===== src/design/hbts_pkg.sv =====
// Shared types and constants for the histogram threshold search block.
package hbts_pkg;

  localparam int BIN_W       = 11;
  localparam int OUT_CNT_W   = 32;
  localparam int IN_FIELDS_W = 1 + BIN_W;
  localparam int IN_DATA_W   = ((IN_FIELDS_W + 7) / 8) * 8;
  localparam int OUT_FIELDS_W = BIN_W + OUT_CNT_W + OUT_CNT_W + 1;
  localparam int OUT_DATA_W  = ((OUT_FIELDS_W + 7) / 8) * 8;

  typedef enum logic [2:0] {
    ST_CLEAR,
    ST_LOAD,
    ST_DRAIN,
    ST_START,
    ST_SWEEP,
    ST_FINISH
  } hbts_state_e;

  typedef struct packed {
    logic start;
    logic rd_valid;
    logic rd_last;
  } hbts_sweep_ctl_t;

endpackage


===== src/design/hbts_sweep.sv =====
// Threshold sweep: running class sums, correct count per threshold and best tracking.
module hbts_sweep #(
  parameter int BINS       = 1024,
  parameter int COUNT_BITS = 32
) (
  input  logic                                      clk_i,
  input  logic                                      rst_ni,
  input  hbts_pkg::hbts_sweep_ctl_t                 ctl_i,
  input  logic [COUNT_BITS+$clog2(BINS+2)-1:0]      total1_i,
  input  logic [COUNT_BITS-1:0]                     d0_i,
  input  logic [COUNT_BITS-1:0]                     d1_i,
  input  logic [$clog2(BINS+1)-1:0]                 t_i,
  output logic                                      done_o,
  output logic [$clog2(BINS+1)-1:0]                 best_t_o,
  output logic [COUNT_BITS-1:0]                     best_c_o
);

  import hbts_pkg::*;

  localparam int ADDR_W = $clog2(BINS + 1);
  localparam int SUM_W  = COUNT_BITS + $clog2(BINS + 2);
  localparam logic [COUNT_BITS-1:0] CountMax = {COUNT_BITS{1'b1}};

  logic [SUM_W-1:0]      p0_q, p0_d;
  logic [SUM_W-1:0]      s1_q, s1_d;
  logic [COUNT_BITS-1:0] p0_sat, s1_sat, c_d;
  logic [COUNT_BITS:0]   c_sum;
  logic [COUNT_BITS-1:0] c_q;
  logic [ADDR_W-1:0]     ct_q;
  logic                  cv_q, clast_q;
  logic                  first_q, done_q;
  logic [ADDR_W-1:0]     best_t_q;
  logic [COUNT_BITS-1:0] best_c_q;

  always_comb begin
    p0_sat = (p0_q > SUM_W'(CountMax)) ? CountMax : p0_q[COUNT_BITS-1:0];
    s1_sat = (s1_q > SUM_W'(CountMax)) ? CountMax : s1_q[COUNT_BITS-1:0];
    c_sum  = {1'b0, p0_sat} + {1'b0, s1_sat};
    c_d    = c_sum[COUNT_BITS] ? CountMax : c_sum[COUNT_BITS-1:0];
    p0_d   = p0_q;
    s1_d   = s1_q;
    if (ctl_i.start) begin
      p0_d = '0;
      s1_d = total1_i;
    end else if (ctl_i.rd_valid) begin
      p0_d = p0_q + SUM_W'(d0_i);
      s1_d = s1_q - SUM_W'(d1_i);
    end
  end

  always_ff @(posedge clk_i) begin
    p0_q <= p0_d;
    s1_q <= s1_d;
    c_q  <= c_d;
    ct_q <= t_i;
  end

  always_ff @(posedge clk_i or negedge rst_ni) begin
    if (!rst_ni) begin
      cv_q     <= 1'b0;
      clast_q  <= 1'b0;
      first_q  <= 1'b1;
      done_q   <= 1'b0;
      best_t_q <= '0;
      best_c_q <= '0;
    end else begin
      cv_q    <= ctl_i.rd_valid;
      clast_q <= ctl_i.rd_valid & ctl_i.rd_last;
      if (ctl_i.start) begin
        first_q <= 1'b1;
        done_q  <= 1'b0;
      end else if (cv_q) begin
        first_q <= 1'b0;
        if (first_q || (c_q > best_c_q)) begin
          best_t_q <= ct_q;
          best_c_q <= c_q;
        end
        if (clast_q) begin
          done_q <= 1'b1;
        end
      end
    end
  end

  assign done_o   = done_q;
  assign best_t_o = best_t_q;
  assign best_c_o = best_c_q;

endmodule


===== config.mk =====
export PLATFORM = sky130hd
export DESIGN_NAME = hbts_sweep
export DESIGN_NICKNAME = d
export VERILOG_FILES = /design/src/design/hbts_pkg.sv /design/src/design/hbts_sweep.sv
export SDC_FILE = /design/constraint.sdc
export NUM_CORES = 1
export LEC_CHECK = 0
export BUFFER_PORTS_ARGS = -buffer_cell sky130_fd_sc_hd__buf_2
export CAP_MARGIN = 15
export CELL_PAD_IN_SITES_DETAIL_PLACEMENT = 1
export CELL_PAD_IN_SITES_GLOBAL_PLACEMENT = 2
export CORE_MARGIN = 2
export CORE_UTILIZATION = 37
export CTS_BUF_LIST = sky130_fd_sc_hd__clkbuf_4 sky130_fd_sc_hd__clkbuf_8
export CTS_CLUSTER_SIZE = 10
export DETAILED_ROUTE_END_ITERATION = 12
export HOLD_SLACK_MARGIN = 0.15
export PLACE_DENSITY_LB_ADDON = 0.1
export SLEW_MARGIN = 20
export SYNTH_ARGS = -nofsm -noshare
export SYNTH_HDL_FRONTEND = slang
export SYNTH_SLANG_ARGS = --single-unit

===== constraint.sdc =====
create_clock -name clk_i -period 5 [get_ports clk_i]
set_input_delay 0.25 -clock clk_i [delete_from_list [all_inputs] [get_ports clk_i]]
set_output_delay 0.25 -clock clk_i [all_outputs]
set_load 0.01 [all_outputs]

* Word-level counts from Yosys, hierarchy flattened
Cells that the tools add are included.
W data, S select, Z words.
** Storage, ports and cells
- Flip-flop bits (word level) :: 176
- Bits in latches :: 0
- Bits in writable memories :: 0
- Bits in read-only memories :: 0
- Input port bits :: 123
- Output and inout port bits :: 44
- Logic and storage cells :: 33
- Memories :: 0
** Operators by class
- $add $sub $neg :: 3
- Multiply operators :: 0
- Div/mod/pow operators :: 0
- $lt $le $gt $ge :: 3
- Equality and inequality tests :: 0
- Shift-type cells :: 0
- Muxes and demuxes :: 9
- Bitwise logic cells :: 2
- Reductions and logical operators :: 6
** Operators by type and width (count)
- $gt A43 B32 Y1 const B :: 2
- $mux W43 :: 2
- $mux W32 :: 2
- $add A43 B32 Y43 :: 1
- $sub A43 B32 Y43 :: 1
- $add A32 B32 Y33 :: 1
- $gt A32 B32 Y1 :: 1
- $reduce_bool A2 Y1 :: 3
- $mux W1 :: 5
- $reduce_and A3 Y1 :: 1
- $reduce_and A2 Y1 :: 1
- $and A1 B1 Y1 :: 1
- $logic_or A1 B1 Y1 :: 1
- $not A1 Y1 :: 1

* Longest topological paths before layout
- Word-level depth :: 3
- Depth in mapped cells :: 18
- Gate-level depth less buffers :: 17

* Least setup slack after synthesis
Ideal clock, no wire load.
- Path kind :: flip-flop to flip-flop
- Start :: register s1_q[36]
- End :: register c_q[6]
- Arrival time :: 4.310 ns
- Required time :: 4.874 ns
- Path slack :: 0.564 ns
- Cell stages (with the launch flop) :: 19
- Period minus slack after synthesis :: 4.436 ns
- Cells stage by stage :: edfxtp_1 or3_1 or4_1 or3_1 nor2_1 nand2_1 clkbuf_1 or2_2 ha_1 a21o_1 a21oi_1 o21ai_0 a211oi_2 a21oi_2 a31oi_4 o31ai_2 a311oi_2 buf_2 o21ai_0
** Between the ends
- Cells in the longest elaborated chain, start to end :: 3
** Ends and longest elaborated chain
- start, declared :: RTL line hbts_sweep.sv:25 : logic [SUM_W-1:0] s1_q, s1_d;
- start signal, assigned :: RTL line hbts_sweep.sv:53 : s1_q <= s1_d;
- $gt A43 B32 Y1 :: RTL line hbts_sweep.sv:37 : s1_sat = (s1_q > SUM_W'(CountMax)) ? CountMax : s1_q[COUNT_BITS-1:0];
- $mux W32 :: RTL line hbts_sweep.sv:37
- $add A32 B32 Y33 :: RTL line hbts_sweep.sv:38 : c_sum = {1'b0, p0_sat} + {1'b0, s1_sat};
- end signal, assigned :: RTL line hbts_sweep.sv:54 : c_q <= c_d;
- end, declared :: RTL line hbts_sweep.sv:28 : logic [COUNT_BITS-1:0] c_q;
No other way between the ends.
A chain may end at the register's enable or synchronous reset.

* Worst setup path after layout
- Start :: register s1_q[35]
- End :: register c_q[6]
Same word-level chain as after synthesis.

==> impl_metrics.tcl <==
set metrics [dict create \
    hold_violations 0 \
    crit_fanout 32 \
    clock_latency_ns 0.52 \
    synth-seq-cells 176 \
    die_w_um 192 \
    synth_xor_area_frac 0.0569 \
    ys.flop_type "dfxtp_1" \
    synthAdderAreaFrac 0.127 \
    track_usage 0.224 \
    period_share 0.966 \
    netlist-cell-type-count 92 \
    tightest_slew_ns 1.02 \
    critPathRequiredTime_ns 5.38 \
    slew_headroom 0.320 \
    place_inst 2065 \
    yosysWarnings 0 \
    drv_slew 0 \
    fin_cells 2162 \
    numClockSinks 176 \
    vias 11400 \
    cts_tree "done" \
    synth_compound_area_frac 0.209 \
    min_period_ns 4.83 \
    netlist_instances 1482 \
    slowest_delay_ns 0.46 \
    grt_pass1_wl_um 64200 \
    grt_max_degree 74 \
    cts_buffers 17 \
    syn_avg_cell_area_um2 8.84 \
    core_region_area_um2 34700 \
    fill_cells 4146 \
    ir_drop_v 0.000227 \
    routedWlPerCell_um 18.8 \
    holdWs_ns 0.206 \
    crit_chain "or3_1 -> or4_1 -> or3_1 -> nor2_1 -> nand2_1 -> buf_12 -> or2_2 -> ha_1 -> a21o_1 -> a21oi_1 -> o21ai_0 -> a211oi_2 -> a21oi_2 -> a31oi_4 -> o31ai_4 -> a311oi_4 -> buf_4 -> buf_12 -> o21ai_0" \
    end_kind "flop" \
    drv_cap 0 \
    drive_gt1_frac 0.220 \
    dpl_cell_area_um2 14400 \
    synth_edf_count 43 \
    synthArstFlopShare 0.267 \
    fmax_mhz 207 \
    routed_wl_um 40700 \
    crit_type "reg2reg" \
    outcome "completed" \
    io-pin-count 167 \
    overflow 0 \
    die_h_um 192 \
    setup_tns_ns 0 \
    cp.arrival_ns 5.21 \
    leakagePower_nw 7.21 \
    synthSimpleGateAreaFrac 0.183 \
    power.density_nw_per_um2 472 \
    hpwl_um 32400 \
    synth_top_family_by_area "compound AO/OA/AOI/OAI gates" \
    fin_ws_ns 0.170 \
    syn_nets 1736 \
    skew_ns 0.0213 \
    total_power_mw 7.34 \
    clockBufferDepth 2 \
    cpMaxStageDelayCell "edfxtp_1" \
    cts.root.buffer_cell "clkbuf_8" \
    firstDrtPassIters 4 \
    insertedDiodeCount 0 \
    fin_util 0.448 \
    vias_per_cell 5.29 \
    place_ws_ns 0.170 \
    area_growth_pct 18.7 \
    io_buffers 166 \
    min_path_type "in2reg" \
    row_count 68 \
    grt_pass1_vias 11800 \
    finalSetupViolCount 0 \
    syn-cell-area_um2 13100 \
    cts_max_level 4 \
    muxShareOfSynthArea 0.0570 \
    drc 0 \
    start_util 0.377 \
    clk_pin_slew_worst_paths_ns 0.11 \
    place_congestion 0.873 \
    antenna_found_initial 1 \
    antenna_left 0 \
    num-nets-final 1948 \
    dieArea_um2 36900 \
    drtIter0Drc 430 \
    ys_seq_area_frac 0.320 \
    fin_area_um2 15500 \
    worst_setup_path_start_kind "flop" \
]
-- placed cells by master, fill, tap and decap left out, types with 11 or more instances in the layout --
cell type / instances
buf_2: 165
ha_1: 128
nand2_1: 124
a21oi_1: 101
o21ai_0: 98
inv_1: 97
dfxtp_1: 86
nor2_1: 84
a21o_1: 71
or2_2: 65
dlygate4sd3_1: 59
xnor2_1: 50
mux2_2: 49
dfrtp_1: 46
edfxtp_1: 43
xor2_1: 35
nand3_1: 31
nand2b_1: 24
nand4_1: 21
buf_4: 21
and3_1: 19
clkbuf_8: 19
mux2i_1: 18
nor3_1: 16
nor2b_1: 16
o21a_1: 15
a211oi_1: 14
o21bai_1: 11
-- cell type report --
type	count	area, um^2	area share
Tap cell	455	569	0.0366
Sequential cell	176	4190	0.270
Timing Repair Buffer	250	1680	0.108
Multi-Input combinational cell	1151	8310	0.535
Inverter	98	368	0.0237
Clock inverter	13	170	0.0109
Clock buffer	19	262	0.0168
-- critical path: cells and delay by family (launching register included) --
family | cells | cell delay, ns
adder cells (fa/ha/maj) | 1 | 0.32
flip-flops | 1 | 0.46
AND/OR/NAND/NOR | 6 | 1.63
AO/OA/AOI/OAI | 9 | 1.82
buffers and inverters | 3 | 0.46
-- registers in the layout, summed over array words and instances, names as in the netlist --
| name | flops |
|---|---|
| done_o | 1 |
| s1_q | 43 |
| clast_q | 1 |
| p0_q | 43 |
| c_q | 32 |
| ct_q | 11 |
| best_c_o | 32 |
| best_t_o | 11 |
| first_q | 1 |
| cv_q | 1 |
-- logic make-up after synthesis --
logic type | count (synthesis)
mux | 68
compound gates | 405
flops | 176
buf+inv | 155
simple gates | 462
fa+ha+maj | 131
xor+xnor | 85
-- synth_stat cells (19+ instances only) --
master	n	share of area
clkbuf_1	41	0.012
nand2_1	124	0.036
xnor2_1	50	0.033
a21o_1	71	0.041
and3_1	19	0.0091
nand4_1	21	0.010
or2_2	65	0.031
nor2_1	84	0.024
a21oi_1	101	0.039
nand2b_1	24	0.011
inv_1	98	0.028
dfrtp_1	46	0.088
dfxtp_1	86	0.13
o21ai_0	98	0.037
ha_1	128	0.12
xor2_1	35	0.023
mux2_2	49	0.042
edfxtp_1	43	0.099
nand3_1	31	0.012
-- routing by layer --
layer	vias to the layer above	global-route usage	part of all wire
met5	-	0	0.00017
met4	2	0.0752	0.026
met3	45	0.0334	0.032
met2	193	0.379	0.47
met1	5450	0.292	0.47
li1	5740	-	-
-- final timing paths --
path / slack, ns / from / cells past startpoint / end
worst max-delay path: 0.17 / s1_q[35] / 19 / c_q[6]
worst min-delay path: 0.21 / ctl_i[2] / 2 / p0_q[20]
worst max register to register: 0.17 / s1_q[35] / 19 / c_q[6]
worst min register to register: 0.47 / ct_q[2] / 1 / best_t_o[2]
max in group asynchronous: 4.20 / rst_ni / 3 / best_c_o[24]
min in group asynchronous: 0.34 / rst_ni / 3 / best_t_o[10]
-- report_power, final --
part	internal, mW	total, mW	switching [mW]	leakage (nW)
logic	1.83	4.06	2.23	5.34
registers	1.89	2.18	0.298	1.65
clock network	0.490	1.09	0.605	0.216
-- repair_timing --
action                                 CTS  global route
setup endpoints to repair                0             9
endpoints found under the hold margin  103             0
setup buffers                            0             4
hold buffers                            59             0
gates resized for setup                  0             3
No activity file was read; power rests on OpenSTA's default activity.
